[src/c2s_sqrt_cell.sv]
`default_nettype none

module c2s_sqrt_cell #(
    parameter int unsigned RW = 32
) (
    input  wire logic              i_clk,
    input  wire logic [2*RW-1:0]   i_op,
    input  wire logic [RW-1:0]     i_root,
    input  wire logic [RW+1:0]     i_rem,
    output logic      [2*RW-1:0]   o_op,
    output logic      [RW-1:0]     o_root,
    output logic      [RW+1:0]     o_rem
);

    logic [2*RW-1:0] r_op;
    logic [RW-1:0]   r_root;
    logic [RW+1:0]   r_rem;
    logic [RW+3:0]   full;
    logic [RW+3:0]   trial;
    logic [RW+3:0]   diff;
    logic            ge;

    assign full  = {i_rem, i_op[2*RW-1 -: 2]};
    assign trial = {2'b00, i_root, 2'b01};
    assign diff  = full - trial;
    assign ge    = (full >= trial);

    always_ff @(posedge i_clk) begin
        r_op   <= {i_op[2*RW-3:0], 2'b00};
        r_root <= {i_root[RW-2:0], ge};
        r_rem  <= ge ? diff[RW+1:0] : full[RW+1:0];
    end

    assign o_op   = r_op;
    assign o_root = r_root;
    assign o_rem  = r_rem;

endmodule

`default_nettype wire

[config.mk]
export PLATFORM = sky130hd
export DESIGN_NAME = c2s_sqrt_cell
export DESIGN_NICKNAME = d
export VERILOG_FILES = /design/src/c2s_sqrt_cell.sv
export SDC_FILE = /design/constraint.sdc
export NUM_CORES = 1
export LEC_CHECK = 0
export BUFFER_PORTS_ARGS = -buffer_cell sky130_fd_sc_hd__buf_4
export CAP_MARGIN = 20
export CORE_MARGIN = 5
export CORE_UTILIZATION = 42
export CTS_BUF_LIST = sky130_fd_sc_hd__clkbuf_8
export DETAILED_ROUTE_END_ITERATION = 10
export MAX_ROUTING_LAYER = met4
export PLACE_DENSITY_LB_ADDON = 0.25
export SYNTH_ARGS = -nofsm -noshare
export SYNTH_HDL_FRONTEND = slang
export SYNTH_SLANG_ARGS = --single-unit
export TNS_END_PERCENT = 5
[constraint.sdc]
create_clock -name i_clk -period 2.6 [get_ports i_clk]
set_input_delay 0.39 -clock i_clk [delete_from_list [all_inputs] [get_ports i_clk]]
set_output_delay 0.39 -clock i_clk [all_outputs]
set_load 0.05 [all_outputs]
==> results of run 1 <==
## how the worst max path moves through the flow
| stage | from | to | slack (ns) |
|---|---|---|---|
| 3_3_place_gp | i_root[3] | o_rem[33] | -0.18 |
| 3_5_place_dp | i_root[3] | o_rem[33] | -0.23 |
| 4_1_cts | i_root[3] | o_rem[33] | 0.23 |
| 6_report | i_root[3] | o_rem[33] | 0.22 |
| 2_1_floorplan | i_root[9] | o_rem[27] | 0.09 |
| 5_1_grt | i_root[3] | o_rem[33] | 0.10 |
## metal layers
metal / GRT usage / up-vias
met5: - / -
met4: 0.07087 / 0
met3: 0.08500 / 28
met2: 0.3891 / 196
met1: 0.2298 / 2180
li1: - / 2388
## state kept, by name (all words and copies together) (netlist names)
signal  count
o_op       62
o_root     32
o_rem      34
## cells in the mapped netlist, drive strengths merged, types with 9 or more instances
cell / instances / share of area
ha: 34 / 0.085
a21oi: 28 / 0.028
a21o: 20 / 0.030
buf: 9 / 0.011
xnor2: 14 / 0.024
o21ai: 46 / 0.046
inv: 42 / 0.031
xor2: 13 / 0.023
nand2: 58 / 0.043
nor3: 10 / 0.0099
nor2: 18 / 0.013
dfxtp: 128 / 0.51
## area by class of cell
class	count	share of cell area
tap	147	0.02311
clock inverter	15	0.02122
clock buffer	17	0.02939
inverter	43	0.02043
sequential	128	0.3219
multi-input combinational	321	0.2787
timing repair buffer	322	0.3053
## metrics by stage
step	power, uW	setup TNS [ns]	instance area, sq um
final	5863	0	7960
after global routing	6151	0	7960
after CTS	5927	0	7960
after detailed placement	4188	-3.826	7557
after global placement	4165	-1.908	7557
after floorplan	3452	0	5037
## critical path: stages
cell and delay, ns:
buf_4 0.09, inv_1 0.03, ha_1 0.39, o21ai_0 0.12, a21oi_1 0.34, o2111ai_2 0.24
a2111oi_4 0.43, o41ai_2 0.15, and4b_1 0.22, o41ai_2 0.32
## kinds of logic (layout without fill, tap and decap cells)
kind of cell    after synthesis  count (layout)  share of synthesized area
xor+xnor                     27              27                    0.04698
other cells                   1               2                  0.0007450
flops                       128             128                     0.5091
fa+ha+maj                    34              34                    0.08451
buf+inv                      59             397                    0.05120
mux                           5               5                    0.01094
compound gates              133             133                     0.1852
simple gates                120             120                     0.1114
## where the power goes
part / internal [uW] / switching [uW]
clock network: 940 / 783
logic: 717 / 1210
registers: 2160 / 57.4
==> results.yml, run 1 <==
outcome:
  outcome: "complete, no violations"
clock_network:
  cts_tree: "done"
  cts_sinks: 128
  cts_buffers: 17
  cts_setup_buffers: 0
  clockBufferDepth: 2
  hold_buffers: 0
  h-tree-depth: 4
  path_clk_slew_ns: 0.07
  cts_resized: 0
  cts_root_buffer: "clkbuf_8"
synth:
  synth.avg_cell_area_sq_um: 9.928
  synth_edf_count: 0
  ys_seq_area_frac: 0.5091
  yosysWarnings: 0
  dominantRegCellSynth: "dfxtp_1"
  synth.cell_area_sq_um: 5034
  async_flop_share: 0
  ys_ff_latch: 128
  yosysUniqueCellTypes: 62
  netlist_instances: 507
timing:
  whs_ns: 0.05283
  min_period_ns: 2.381
  fin_ws_ns: 0.2194
  setup_violations: 0
  fmax_mhz: 420.1
  rsz0062_at_grt: "false"
  hold_viol: 0
  finalCritPeriodShare: 0.9156
  drv_slew: 0
global_routing:
  first_global_vias: 4935
  grt_pass1_wl_um: 24350
  grt_max_degree: 34
  grt.overflow.total: 0
  antenna_found_initial: 0
  grt_usage: 0.2220
worst_hold_path:
  whs_path_depth: 1
  min_from: "i_op[7]"
  hold_path.class: "input port to register"
  hold_end: "o_op[9]"
power_and_ir_drop:
  power_leakage_uw: 0.004007
  peakVddDrop_mv: 0.3558
  power_density_nw_per_um2: 736.5
die:
  num_io_pins: 261
  fp.dieArea_sq_um: 14270
  start_util: 0.4244
  rows: 40
  core_area_sq_um: 11860
  die_h_um: 119.5
  die_w_um: 119.5
routing:
  drt_pass1_iterations: 4
  routed_via_density: 4.826
  vias: 4792
  postRouteAntennaNets: 0
  initialDrtViolationCount: 198
  wl_per_cell_um: 15.53
  wl_met3_um: 1311
  routed_wl_um: 15420
  drt-met1-wl_um: 5925
  drc: 0
  topRoutingLayerUsed: "met4"
  wl_met2_um: 7849
finish:
  nets: 998
  final_cells: 993
  nFillCells: 937
  regArea_sq_um: 2562
  insertedDiodeCount: 0
  final_common_cell: "buf_4"
  final_core_util: 0.6711
  drive_gt1_frac: 0.4433
  area_growth_pct: 58.14
  final_cell_mix: "buf_4, dfxtp_1, nand2_1"
  multi_input_comb_area_sq_um: 2218
placement:
  portBuffers: 258
  gp_congestion: 0.9020
  place_ws_ns: -0.2292
  dp_hpwl_um: 12650
  dp_cells: 961
setup_path:
  cp.arrival_ns: 2.72
  cp_max_fo: 6
  path_class: "input port to register"
  crit_path_start_kind: "input port"
  cp-end-kind: "register"
  required_ns: 2.94
flow_run:
  cap_viol_max_count: 0
(Power assumes the default switching activity.)
==> run 2, diff against run 1 <==
Settings changed: REMOVE_ABC_BUFFERS from default to 1.
==> results.yml, run 2 (synthesized netlist as in run 1, its figures left out) <==
setup_path:
  cpLargestDelayFamily: "compound AO/OA/AOI/OAI gates"
  path_class: "input port to register"
  slowest_stage: "a2111oi_4"
  cp_max_fo: 6
  max_stage_delay_ns: 0.43
  cp.arrival_ns: 2.64
  cp_common_cell: "o41ai_2"
  crit_chain: "buf_4 > inv_1 > ha_1 > o21ai_0 > a21oi_1 > o2111ai_2 > a2111oi_4 > o41ai_2 > and4b_1 > o41ai_2"
  crit_path_start_kind: "input port"
  required_ns: 2.94
  cp-end-kind: "register"
  crit_buf_inv: 2
finish:
  nets: 998
  drive_gt1_frac: 0.4444
  insertedDiodeCount: 0
  final_cells: 993
  final_cell_mix: "buf_4, dfxtp_1, nand2_1"
  largest_reg_flops: 62
  final_common_cell: "buf_4"
  area_growth_pct: 58.69
clock_network:
  cts_tree: "done"
  cts_setup_buffers: 0
  hold_buffers: 0
  clockBufferDepth: 2
  cts_root_buffer: "clkbuf_8"
  cts_sinks: 128
  cts_buffers: 17
  h-tree-depth: 4
  path_clk_slew_ns: 0.08
  cts_resized: 0
routing:
  vias: 4751
  drt_pass1_iterations: 4
  routed_wl_um: 15200
  initialDrtViolationCount: 188
  postRouteAntennaNets: 0
  routed_via_density: 4.784
  drc: 0
  wl_per_cell_um: 15.31
power_and_ir_drop:
  power_leakage_uw: 0.004027
  power_uw: 5943
  peakVddDrop_mv: 0.3651
  power_density_nw_per_um2: 744.1
die:
  die_h_um: 119.5
  rows: 40
  num_io_pins: 261
  fp.dieArea_sq_um: 14270
  die_w_um: 119.5
  core_area_sq_um: 11860
  start_util: 0.4244
placement:
  place_ws_ns: -0.1307
  portBuffers: 258
  dp_hpwl_um: 12590
  gp_congestion: 0.9115
  dp_cells: 961
timing:
  min_period_ns: 2.301
  hold_viol: 0
  finalCritPeriodShare: 0.8849
  drv_slew: 0
  setup_violations: 0
  fmax_mhz: 434.7
  fin_ws_ns: 0.2993
  rsz0062_at_grt: "false"
  setup_total_negative_slack_ns: 0
global_routing:
  grt_usage: 0.2188
  grt.overflow.total: 0
  grt_max_degree: 52
  grt_pass1_wl_um: 24020
  antenna_found_initial: 0
  first_global_vias: 4829
outcome:
  outcome: "complete, no violations"
worst_hold_path:
  hold_path.class: "input port to register"
flow_run:
  cap_viol_max_count: 0
-- run 2: layout make-up --
| cell class | instances | area [sq um] |
|---|---|---|
| Fill cell | 1005 | 3874 |
| Sequential cell | 128 | 2562 |
| Timing Repair Buffer | 322 | 2430 |
| Multi-Input combinational cell | 321 | 2218 |
| Clock buffer | 20 | 275.3 |
| Tap cell | 147 | 183.9 |
| Inverter | 43 | 162.7 |
| Clock inverter | 12 | 155.1 |
-- run 2: where the power goes --
| group | total, uW | internal (uW) | leakage, uW | switching (uW) |
|---|---|---|---|---|
| Clock | 1800 | 1030 | 0.000221 | 776 |
| Combinational | 1930 | 720 | 0.00273 | 1210 |
| Sequential | 2210 | 2160 | 0.00108 | 54.0 |
| Total | 5940 | 3910 | 0.00403 | 2040 |
-- run 2: metal layers --
layer	vias up	track usage	routed length, um
li1	2393	-	-
met4	0	0.09234	408
met3	30	0.07692	1277
met5	-	-	0
met1	2134	0.2320	6014
met2	194	0.3711	7500
-- run 2: final timing paths --
| kind | start | endpoint | slack [ns] | cells after the start |
|---|---|---|---|---|
| setup / recovery | i_root[4] | o_rem[33] | 0.30 | 10 |
| hold / removal | i_op[33] | o_op[35] | 0.06 | 1 |
-- run 2: through the flow --
step	hold WS (ns)	utilization	cell area, sq um
floorplan	0.4177	-	4942
global placement	0.4948	0.6371	7557
detailed placement	0.4957	0.6371	7557
CTS	0.01636	0.6734	7988
global route	0.006653	0.6734	7988
finish	0.05567	0.6734	7988
==> run 3, diff against run 2 <==
Settings changed: MAX_ROUTING_LAYER met4 to default.
==> results.yml, run 3 (synthesized netlist as in run 1, its figures left out) <==
outcome:
  outcome: "complete, no violations"
timing:
  setup_violations: 0
  fmax_mhz: 432.1
  fin_ws_ns: 0.2860
  rsz0062_at_grt: "false"
  finalCritPeriodShare: 0.8900
  min_period_ns: 2.314
  hold_viol: 0
  drv_slew: 0
finish:
  final_common_cell: "buf_4"
  area_growth_pct: 58.17
  largest_reg_flops: 62
  final_cell_mix: "buf_4, dfxtp_1, nand2_1"
  multi_input_comb_area_sq_um: 2218
  nets: 997
  final_core_util: 0.6712
  regArea_sq_um: 2562
  final_cells: 992
  drive_gt1_frac: 0.4426
  insertedDiodeCount: 0
  nFillCells: 981
power_and_ir_drop:
  internal_power_uw: 3848
  pwr-share-comb: 0.327
  power_uw: 5891
  seq_power_share: 0.375
  power_density_nw_per_um2: 739.9
  switching_share: 0.3467
  power_leakage_uw: 0.004017
  peakVddDrop_mv: 0.3256
  pwr-share-clk: 0.298
  p_sw_uw: 2042
worst_hold_path:
  hold_end: "o_op[59]"
  min_from: "i_op[57]"
  hold_path.class: "input port to register"
  whs_path_depth: 1
clock_network:
  cts_setup_buffers: 0
  cts_sinks: 128
  cts_root_buffer: "clkbuf_8"
  hold_buffers: 0
  clockBufferDepth: 2
  path_clk_slew_ns: 0.08
  cts_resized: 0
  h-tree-depth: 4
  cts_buffers: 17
  cts_tree: "done"
routing:
  wl_per_cell_um: 15.36
  initialDrtViolationCount: 200
  drc: 0
  routed_wl_um: 15240
  drt_pass1_iterations: 4
  postRouteAntennaNets: 0
  vias: 4753
  routed_via_density: 4.791
global_routing:
  grt_pass1_wl_um: 23940
  grt_max_degree: 52
  grt.overflow.total: 0
  antenna_found_initial: 0
  first_global_vias: 4841
  grt_usage: 0.2117
die:
  die_w_um: 119.5
  start_util: 0.4244
  rows: 40
  core_area_sq_um: 11860
  die_h_um: 119.5
  fp.dieArea_sq_um: 14270
  num_io_pins: 261
placement:
  dp_hpwl_um: 12500
  gp_congestion: 0.9052
  dp_cells: 960
  place_ws_ns: -0.1800
  portBuffers: 258
flow_run:
  cap_viol_max_count: 0
setup_path:
  cp_max_fo: 6
  path_class: "input port to register"
  cp.arrival_ns: 2.65
  crit_path_start_kind: "input port"
  required_ns: 2.93
  cp-end-kind: "register"
==> run 3: layout make-up <==
cell class | count | area share
flip-flops and latches | 128 | 0.3219
repair buffers | 321 | 0.3043
multi-input cells | 321 | 0.2786
clock buffers | 18 | 0.03112
well taps | 147 | 0.02310
clock inverters | 14 | 0.02059
inverters | 43 | 0.02043
==> run 3: how the worst max path moves through the flow <==
stage | from | to | slack [ns]
4_1_cts | i_root[4] | o_rem[33] | 0.30
6_report | i_root[4] | o_rem[33] | 0.29
3_3_place_gp | i_rem[4] | o_rem[33] | -0.13
2_1_floorplan | i_root[7] | o_rem[27] | -0.89
5_1_grt | i_root[9] | o_rem[33] | 0.16
3_5_place_dp | i_root[4] | o_rem[33] | -0.18
==> run 3: critical path, cell delays in order <==
cell and delay, ns:
buf_4 0.08, inv_1 0.04, ha_1 0.37, o21ai_0 0.12
a21oi_1 0.29, o2111ai_2 0.23, a2111oi_4 0.44, o41ai_2 0.14
and4b_1 0.23, o41ai_2 0.32
==> run 3: routing by layer <==
layer	global-route usage	share of wire	vias to the layer above
met2	0.3824	0.51	178
met5	0	0	-
met4	0.06872	0.019	0
met1	0.2257	0.39	2159
li1	-	-	2392
met3	0.08167	0.084	24
==> run 3: per-stage QoR <==
step | hold WS (ns) | setup TNS (ns) | cell area, sq um
after floorplan | 0.4177 | -21.51 | 4942
after global placement | 0.4947 | -0.8140 | 7550
after detailed placement | 0.4958 | -2.594 | 7550
after CTS | 0.02310 | 0 | 7961
after global routing | 0.007343 | 0 | 7961
final | 0.05609 | 0 | 7961
==> run 3: power groups by stage <==
stage | Combinational [uW] | Sequential (uW) | Clock (uW)
6_report | 1930 | 2210 | 1750
5_1_grt | 2040 | 2230 | 1900
4_1_cts | 1940 | 2210 | 1800
3_5_place_dp | 1930 | 2260 | 0
3_3_place_gp | 1910 | 2260 | 0
2_1_floorplan | 496 | 2940 | 0
