==> config.mk <==
export PLATFORM = sky130hd
export DESIGN_NAME = c2s_lead_cell
export DESIGN_NICKNAME = d
export VERILOG_FILES = /design/src/c2s_lead_cell.sv
export SDC_FILE = /design/constraint.sdc
export NUM_CORES = 1
export LEC_CHECK = 0
export BUFFER_PORTS_ARGS = -buffer_cell sky130_fd_sc_hd__buf_2
export CORE_ASPECT_RATIO = 1.25
export CORE_MARGIN = 2
export CORE_UTILIZATION = 33
export CTS_BUF_LIST = sky130_fd_sc_hd__clkbuf_2 sky130_fd_sc_hd__clkbuf_4 sky130_fd_sc_hd__clkbuf_8
export DETAILED_ROUTE_END_ITERATION = 6
export HOLD_SLACK_MARGIN = 0.06
export PLACE_DENSITY_LB_ADDON = 0.05
export RECOVER_POWER = 100
export SLEW_MARGIN = 20
export SYNTH_ARGS = -nofsm -noshare
export SYNTH_HDL_FRONTEND = slang
export SYNTH_SLANG_ARGS = --single-unit
export TNS_END_PERCENT = 10
==> constraint.sdc <==
create_clock -name i_clk -period 0.8 [get_ports i_clk]
set_input_delay 0.04 -clock i_clk [delete_from_list [all_inputs] [get_ports i_clk]]
set_output_delay 0.04 -clock i_clk [all_outputs]
set_load 0.05 [all_outputs]
==> src/c2s_lead_cell.sv <==
`default_nettype none

module c2s_lead_cell #(
    parameter int unsigned OPW = 64,
    parameter int unsigned IDX = 0
) (
    input  wire logic                       i_clk,
    input  wire logic [OPW-1:0]             i_op,
    input  wire logic [$clog2(OPW+1)-1:0]   i_nb,
    output logic      [OPW-1:0]             o_op,
    output logic      [$clog2(OPW+1)-1:0]   o_nb
);

    localparam int unsigned NbW = $clog2(OPW + 1);

    logic [OPW-1:0] r_op;
    logic [NbW-1:0] r_nb;
    logic [NbW-1:0] n_nb;
    logic [1:0]     pair;

    assign pair = i_op[OPW-1 -: 2];

    always_comb begin
        n_nb = i_nb;
        if (i_nb == '0 && pair != 2'b00) begin
            n_nb = pair[1] ? NbW'(OPW - 2 * IDX) : NbW'(OPW - 2 * IDX - 1);
        end
    end

    always_ff @(posedge i_clk) begin
        r_op <= {i_op[OPW-3:0], 2'b00};
        r_nb <= n_nb;
    end

    assign o_op = r_op;
    assign o_nb = r_nb;

endmodule

`default_nettype wire

==> key figures, run 1 <==
Clock network
  – Post-CTS Setup Bufs: 0
  – Hold-fix buffers at CTS: 64
  – CTS tree: built
  – Worst-path clk slew: 0.07 ns
  – Clock tree sinks: 69
  – CTS root buffer: clkbuf_8
  – TritonCTS Buffers: 9
  – Clock Tree Buf Depth: 2
  – H-tree depth: 3

Timing
  – Setup_tns: -3.569 ns
  – Highest Clock Rate: about 1100 MHz
  – Hold Fails Final Rpt: 1
  – Max-slew violation count: 0
  – Slack of the critical path: -0.07622 ns
  – RSZ-0062 raised after global routing: true
  – Fin crit share: 109.5%
  – Hold WS: -0.0001891 ns
  – Min Tclk post-route: 0.8762 ns
  – Count of final setup violators: 69

GRT
  – Met1 Resource Use GR: 25.31%
  – Overflow after GRT: 0
  – Total routing usage reported by global routing: around a quarter
  – Met3 GRT Util: 6.863%
  – Met2 Use GR: roughly 46%
  – Antenna violations before repair: 0
  – Number of global-route vias before repair: about 1700
  – Busiest layer in global routing: met2
  – First-pass GRT wire length: 9.094 mm
  – Largest net degree at the start of global routing: 13

Synth
  – Post-Syn Area per Cell: 17.25 sq um
  – Sequential-to-total area share from yosys stat: 89.98%
  – Seq cells post-synth: 69
  – Simple-gate share of the synthesized area: 3.586%
  – Post-Synth XOR/XNOR Area: 0%
  – Synth warn: 0
  – Post-synthesis adder-cell area fraction: 0%
  – Synth cell types: 12
  – Multiplexer share of the synthesized area: 0%
  – Synthesized area: approximately 1500 sq um
  – Compound-Gate Fraction of Synth Area: 4.238%
  – Synth Instances: 89
  – Main combinational cell family by area after synthesis: compound AO/OA/AOI/OAI gates

Power and ir drop
  – Pwr Total: 0.008645 W
  – Comb pwr share: 20.2%
  – Sequential Power Share: 43.9%
  – Int Power: 0.006275 W
  – Peak VDD IR: 1.506 mV
  – P_leak: 1.835 nW
  – Switching power: 0.002370 W
  – Clock power frac: 36.0%
  – Sw Share: 27.42%
  – P per Cell Area: ~2200 nW/um^2

Layout
  – Multi-input gate area: between 100 and 150 sq um
  – Share of layout cells above drive strength 1: 74.05%
  – Register area: 1468 sq um
  – Most common cell after layout, fill and taps aside: buf_2
  – Total of fill cells in the finished design: 177
  – Non-filler cells, final: 374
  – Most frequent cells in the layout: buf_2, dfxtp_2, dlygate4sd3_1
  – Final #Nets: 383
  – Synth-to-Final Area Change: 156.5%
  – # diodes: 0

Critical path
  – CP Capture Type: output pin
  – CP Cell Sequence: buf_8
  – Critical path depth in cells: 1
  – Critical path buffer and inverter count: 1
  – CP delay by family, top: flip-flops
  – Launching element type of the critical path: register
  – Crit path required time: 0.76 ns
  – Crit-path max FO: 1
  – CP Class: reg -> out
  – Worst path slowest cell: dfxtp_2
  – Crit-path max cell delay: 0.36 ns
  – Arrival @ worst endpoint: 0.84 ns

Floorplanning
  – Core box area: between 4000 and 5000 sq um
  – Die area: roughly 5200 sq um
  – Die width: 65.01 um
  – Die height: 80.26 um
  – Rows: 27
  – Initial Util: 34.69%
  – Ports: 143

Placement
  – Pre-CTS setup slack: -0.2265 ns
  – Cells after DPL: 294
  – DP HPWL: ~3 mm
  – Placer Congestion: around 0.77
  – Number of port buffers: 140

Route
  – Final ANT Viol Nets: 0
  – Router iterations before antenna repair: 4
  – Wire per inst: between 15 and 20 um
  – Final wirelength: 6.733 mm
  – Vias: 1555
  – Detailed router's first-iteration violation count: 56
  – Drc violations: 0
  – Via density per instance: 4.158

Job
  – Max_cap viols: 0

Run status
  – Status: complete, but fails checks
  – Failing checks: hold timing, setup timing

Hold path
  – Hold Path Stages: 2
  – Worst Hold Class: in -> reg
cells by family after synthesis:
| group | Yosys count |
|---|---|
| buf+inv | 6 |
| simple gates | 6 |
| flops | 69 |
| other cells | 1 |
| compound gates | 7 |
power groups by stage:
stage                     Clock (W)  Sequential [W]  Combinational (W)
final                       0.00311         0.00379            0.00174
after global routing        0.00332         0.00380            0.00179
after CTS                   0.00307         0.00376            0.00167
after detailed placement          0         0.00374            0.00112
after global placement            0         0.00373            0.00111
after floorplan                   0         0.00441          0.0000588
state kept, by name, indices dropped and copies added (netlist names):
name  count
o_nb      7
o_op     62
cell usage after synthesis:
cell,number,area share (%)
or4_1,2,0.98
dfxtp_1,69,90
o21bai_1,2,0.98
a41o_1,1,0.65
or3_1,1,0.41
nor4_1,1,0.41
inv_1,4,0.98
or4b_4,2,1.8
o31ai_2,2,1.6
conb_1,1,0.24
o31ai_1,2,0.98
buf_4,2,0.98
metal layers:
metal | routed length [um] | up-vias
li1 | - | 733
met1 | 2517 | 726
met2 | 3711 | 88
met3 | 429 | 8
met4 | 74 | 0
met5 | 0 | -
metrics by stage:
step           utilization (%)  hold WS [ns]  cell area [sq um]
5_1_grt                  88.97     0.0003260               3938
3_3_place_gp             53.27        0.1422               2357
6_report                 88.97    -0.0001891               3938
2_1_floorplan                -       0.06772               1539
3_5_place_dp             53.27        0.1436               2357
4_1_cts                  87.87     -0.006636               3889
final cells by class:
class / count / area share (%)
timing repair buffer: 212 / 51.92
clock inverter: 6 / 2.224
clock buffer: 10 / 3.337
tap: 58 / 1.843
inverter: 4 / 0.3813
multi-input combinational: 15 / 3.019
sequential: 69 / 37.27
path summary, 6_finish.rpt:
kind / startpoint / end / slack, ns
setup / recovery: o_op[18]$_DFF_P_ / o_op[18] / -0.08
hold / removal: i_op[63] / o_nb[6]$_DFF_P_ / -0.0002
repair_timing:
item                                   4_1_cts  5_1_grt
endpoints found under the hold margin       69        7
resized for setup                          248       17
pin swaps                                    0        1
setup endpoints to repair                   69       70
(Power assumes the default switching activity.)
==> run 2: changes to the inputs <==
- SKIP_CTS_REPAIR_TIMING: default -> 1
==> run 2 against run 1 <==
Against the previous run:
- the flow still finishes with violations (hold timing, setup timing)
- clock-buffer cell count unchanged
- clock power about the same
- flip-flop and latch count is the same
- combinational power is 3% lower
- non-clock buffer count is 2 lower
- critical path depth did not move
==> key figures, run 2 (same netlist as run 1, synthesis figures left out) <==
Run status
  – Failing checks: hold timing, setup timing
  – Status: complete, but fails checks

Critical path
  – CP Cell Sequence: buf_8
  – Critical path depth in cells: 1 (unchanged)
  – CP Class: reg -> out
  – Worst path slowest cell: dfxtp_2
  – Critical path buffer and inverter count: 1 (unchanged)
  – CP delay by family, top: flip-flops
  – Crit path capture: o_op[19]
  – CP Capture Type: output pin
  – Crit-path max cell delay: 0.36 ns (about the same)
  – Arrival @ worst endpoint: 0.84 ns (about the same)
  – CP startpoint: o_op[19]$_DFF_P_
  – Crit-path max FO: 1 (unchanged)
  – Launching element type of the critical path: register
  – Crit path required time: 0.76 ns (about the same)

Timing
  – Hold Fails Final Rpt: 1 (unchanged)
  – Count of final setup violators: 69 (unchanged)
  – Fin crit share: 109.8% (+0.29 points)
  – Hold WS: -0.009547 ns (-0.009358 ns)
  – RSZ-0062 raised after global routing: true
  – Min Tclk post-route: 0.8785 ns (+0.002323 ns)
  – Setup_tns: -3.484 ns (+0.08512 ns)
  – Max-slew violation count: 0 (unchanged)
  – Slack of the critical path: -0.07854 ns (-0.002323 ns)
  – Highest Clock Rate: 1138 MHz (-0.26%)

Placement
  – Placer Congestion: 0.7703 (unchanged)
  – Cell Area, Placed: 2357 sq um (unchanged)
  – DP HPWL: 3.063 mm (unchanged)
  – Number of port buffers: 140 (unchanged)

GRT
  – First-pass GRT wire length: 5.354 mm (-41%)
  – Overflow after GRT: 0 (unchanged)
  – Total routing usage reported by global routing: 13.81% (-10 points)
  – Number of global-route vias before repair: 1218 (-28%)
  – Antenna violations before repair: 0 (unchanged)
  – Largest net degree at the start of global routing: 13 (unchanged)

Power and ir drop
  – P per Cell Area: 2227 nW/um^2 (+1.5%)
  – Peak VDD IR: 1.460 mV (-3.1%)
  – P_leak: 1.786 nW (-2.6%)

Clock network
  – Worst-path clk slew: 0.08 ns (about the same)
  – Clock tree sinks: 69 (unchanged)
  – H-tree depth: 3 (unchanged)
  – CTS tree: built
  – TritonCTS Buffers: 9 (unchanged)
  – Clock Tree Buf Depth: 2 (unchanged)
  – CTS root buffer: clkbuf_8

Route
  – Via density per instance: 4.105 (-1.3%)
  – Drc violations: 0 (unchanged)
  – Router iterations before antenna repair: 4 (unchanged)
  – Final wirelength: 6.229 mm (-7.5%)
  – Wire per inst: 16.74 um (-7.0%)
  – Vias: 1527 (-1.8%)
  – Final ANT Viol Nets: 0 (unchanged)
  – Detailed router's first-iteration violation count: 38 (-32%)

Layout
  – Max FFs per register: 62 (unchanged)
  – Most common cell after layout, fill and taps aside: buf_2
  – Share of layout cells above drive strength 1: 74.20% (+0.15 points)
  – Final #Nets: 381 (-0.52%)
  – # diodes: 0 (unchanged)
  – Fin area: 3837 sq um (-2.5%)
  – Most frequent cells in the layout: buf_2, dfxtp_2, dlygate4sd3_1
  – Synth-to-Final Area Change: 150.0%

Floorplanning
  – Die width: 65.01 um (unchanged)
  – Initial Util: 34.69% (unchanged)
  – Core box area: 4425 sq um (unchanged)
  – Die height: 80.26 um (unchanged)
  – Rows: 27 (unchanged)
  – Ports: 143 (unchanged)
  – Die area: 5217 sq um (unchanged)

Hold path
  – Worst Hold Class: in -> reg
  – Hold Path Stages: 2 (unchanged)

Job
  – Max_cap viols: 0 (unchanged)
run 2: cell count changes in the layout (fill, tap and decap cells not counted), sizes merged:
| cell | delta |
|---|---|
| buf | +1 |
| clkbuf | -1 |
| dlymetal6s4s | -1 |
| dlygate4sd3 | -1 |
run 2: power by group:
group          internal (W)  total, W  switching, W  leakage [nW]
registers           0.00366   0.00378      0.000118         0.583
clock network       0.00179   0.00310       0.00130         0.114
logic              0.000773   0.00168      0.000903          1.09
total               0.00622   0.00855       0.00232          1.79
run 2: how the worst min path moves through the flow:
stage,start,to
finish,i_op[63],o_nb[6]$_DFF_P_
global route,i_op[63],o_nb[6]$_DFF_P_
CTS,i_op[26],o_op[28]$_DFF_P_
detailed placement,i_op[47],o_op[49]$_DFF_P_
global placement,i_op[30],o_op[32]$_DFF_P_
floorplan,i_op[8],o_op[10]$_DFF_P_
run 2: layout make-up:
| cell class | instances | area (sq um) |
|---|---|---|
| Timing Repair Buffer | 210 | 1943 |
| Multi-Input combinational cell | 15 | 120.1 |
| Sequential cell | 69 | 1468 |
| Clock buffer | 10 | 131.4 |
| Inverter | 4 | 15.01 |
| Tap cell | 58 | 72.57 |
| Clock inverter | 6 | 87.58 |
| Fill cell | 195 | 588.1 |
run 2: metrics by stage:
step	cells	hold slack (ns)	total power (W)	setup slack, ns	util, %
2_1_floorplan	90	0.06772	0.004464	-0.06327	-
3_3_place_gp	294	0.1422	0.004839	-0.1958	53.27
3_5_place_dp	294	0.1436	0.004853	-0.2265	53.27
6_report	372	-0.009547	0.008548	-0.07854	86.71
5_1_grt	372	0.003209	0.008848	-0.1071	86.71
4_1_cts	310	-0.2061	0.007848	-0.1625	58.21
run 2: layer usage:
metal	wire length [um]	GRT usage [%]	vias to the layer above
li1	-	-	726
met4	143	9.574	0
met3	512	5.322	14
met2	3383	23.81	95
met5	0	0	-
met1	2188	13.43	692
==> run 3: changes to the inputs <==
- CORE_UTILIZATION: 33 -> 37
- SKIP_LAST_GASP: default -> 1
- clock period: 0.8 -> 0.89 ns (I/O delays scaled with it)
==> run 3 against run 2 <==
Against the previous run:
- the flow still finishes with violations (hold timing, setup timing)
- design area shrank 12%
- total power shrank 16%
- highest routed layer unchanged
- critical path type unchanged
- die area shrank 10%
- largest cell class unchanged
==> key figures, run 3 (same netlist as run 1, synthesis figures left out) <==
Run status
  – Status: complete, but fails checks
  – Failing checks: hold timing, setup timing

Layout
  – Final #Nets: 382 (+0.26%)
  – Most frequent cells in the layout: buf_2, dlygate4sd3_1, dfxtp_1
  – Share of layout cells above drive strength 1: 52.87% (-21 points)
  – Max FFs per register: 62 (unchanged)
  – Most common cell after layout, fill and taps aside: buf_2
  – Synth-to-Final Area Change: 120.2%
  – Non-filler cells, final: 371 (-0.27%)
  – Total of fill cells in the finished design: 214 (+9.7%)
  – Post-layout util: 83.81% (-2.9 points)

Route
  – Vias: 1522 (-0.33%)
  – Final ANT Viol Nets: 0 (unchanged)
  – Drc violations: 0 (unchanged)
  – Final wirelength: 5.725 mm (-8.1%)
  – Via density per instance: 4.102 (about the same)
  – Detailed router's first-iteration violation count: 27 (-29%)
  – Wire per inst: 15.43 um (-7.8%)
  – Router iterations before antenna repair: 4 (unchanged)

Critical path
  – Crit-path max cell delay: 0.34 ns (-0.02 ns)
  – Worst path slowest cell: dfxtp_1
  – Crit-path max FO: 1 (unchanged)
  – Crit path required time: 0.85 ns (+0.09 ns)
  – CP Capture Type: output pin
  – CP Class: reg -> out
  – Arrival @ worst endpoint: 0.89 ns (+0.05 ns)
  – Critical path buffer and inverter count: 1 (unchanged)
  – CP Cell Sequence: clkbuf_4
  – CP delay by family, top: flip-flops
  – Launching element type of the critical path: register

Placement
  – Pre-CTS setup slack: -0.1299 ns (+0.09653 ns)
  – Placer Congestion: 0.7678 (-0.32%)
  – Cells after DPL: 290 (-1.4%)
  – DP HPWL: 2.830 mm (-7.6%)
  – Number of port buffers: 140 (unchanged)

GRT
  – Largest net degree at the start of global routing: 12 (-1)
  – Antenna violations before repair: 1 (+1)
  – Number of global-route vias before repair: 1149 (-5.7%)
  – Overflow after GRT: 0 (unchanged)
  – Total routing usage reported by global routing: 15.29% (+1.5 points)
  – First-pass GRT wire length: 5.085 mm (-5.0%)

Timing
  – Max-slew violation count: 0 (unchanged)
  – Min Tclk post-route: 0.9368 ns
  – Fin crit share: 105.3%
  – Highest Clock Rate: 1067 MHz
  – Hold WS: -0.05181 ns (-0.04226 ns)
  – Slack of the critical path: -0.04683 ns (+0.03172 ns)
  – Count of final setup violators: 24 (-65%)
  – RSZ-0062 raised after global routing: true
  – Setup_tns: -0.3640 ns (+3.120 ns)
  – Hold Fails Final Rpt: 2 (+1)

Power and ir drop
  – P_leak: 1.649 nW (-7.7%)
  – Peak VDD IR: 1.578 mV (+8.1%)
  – P per Cell Area: 2125 nW/um^2 (-4.6%)

Hold path
  – Worst Hold Class: in -> reg

Floorplanning
  – Ports: 143 (unchanged)
  – Die height: 76.02 um (-5.3%)
  – Die width: 61.62 um (-5.2%)
  – Core box area: 4034 sq um (-8.8%)
  – Die area: 4684 sq um (-10%)
  – Initial Util: 38.06% (+3.4 points)
  – Rows: 26 (-3.7%)

Clock network
  – Clock Tree Buf Depth: 2 (unchanged)
  – TritonCTS Buffers: 9 (unchanged)
  – CTS root buffer: clkbuf_8
  – H-tree depth: 3 (unchanged)
  – Worst-path clk slew: 0.07 ns (about the same)
  – CTS tree: built
  – Clock tree sinks: 69 (unchanged)

Job
  – Max_cap viols: 0 (unchanged)
-- run 3: area by class of cell --
class	count	area, sq um	share of cell area, %
Antenna cell	1	2.502	0.07402
Clock buffer	11	151.4	4.478
Clock inverter	4	47.55	1.406
Inverter	4	15.01	0.4441
Multi-Input combinational cell	15	120.1	3.553
Sequential cell	69	1386	41.01
Tap cell	56	70.07	2.073
Timing Repair Buffer	211	1588	46.97
-- run 3: final timing paths --
check,depth (start not counted),end,startpoint
max,1,o_op[4],o_op[4]$_DFF_P_
min,2,o_nb[6]$_DFF_P_,i_nb[6]
-- run 3: routing by layer --
layer  up-vias  routed length, um  track usage [%]
met5         -                  0                0
met1       692               1980            14.08
met2        82               3103            25.68
met3        12                471            5.433
li1        736                  -                -
met4         0                170            11.49
-- run 3: stage by stage --
| stage | cell area (sq um) | power [W] |
|---|---|---|
| after CTS | 2539 | 0.006806 |
| after global routing | 3381 | 0.007425 |
| final | 3381 | 0.007185 |
| after global placement | 2340 | 0.004340 |
| after floorplan | 1539 | 0.004013 |
| after detailed placement | 2340 | 0.004351 |
-- run 3: power by group --
part / switching, W / internal, W / leakage (nW)
logic: 0.000807 / 0.000535 / 0.966
registers: 0.0000592 / 0.00326 / 0.582
clock network: 0.00110 / 0.00142 / 0.101
total: 0.00197 / 0.00521 / 1.65
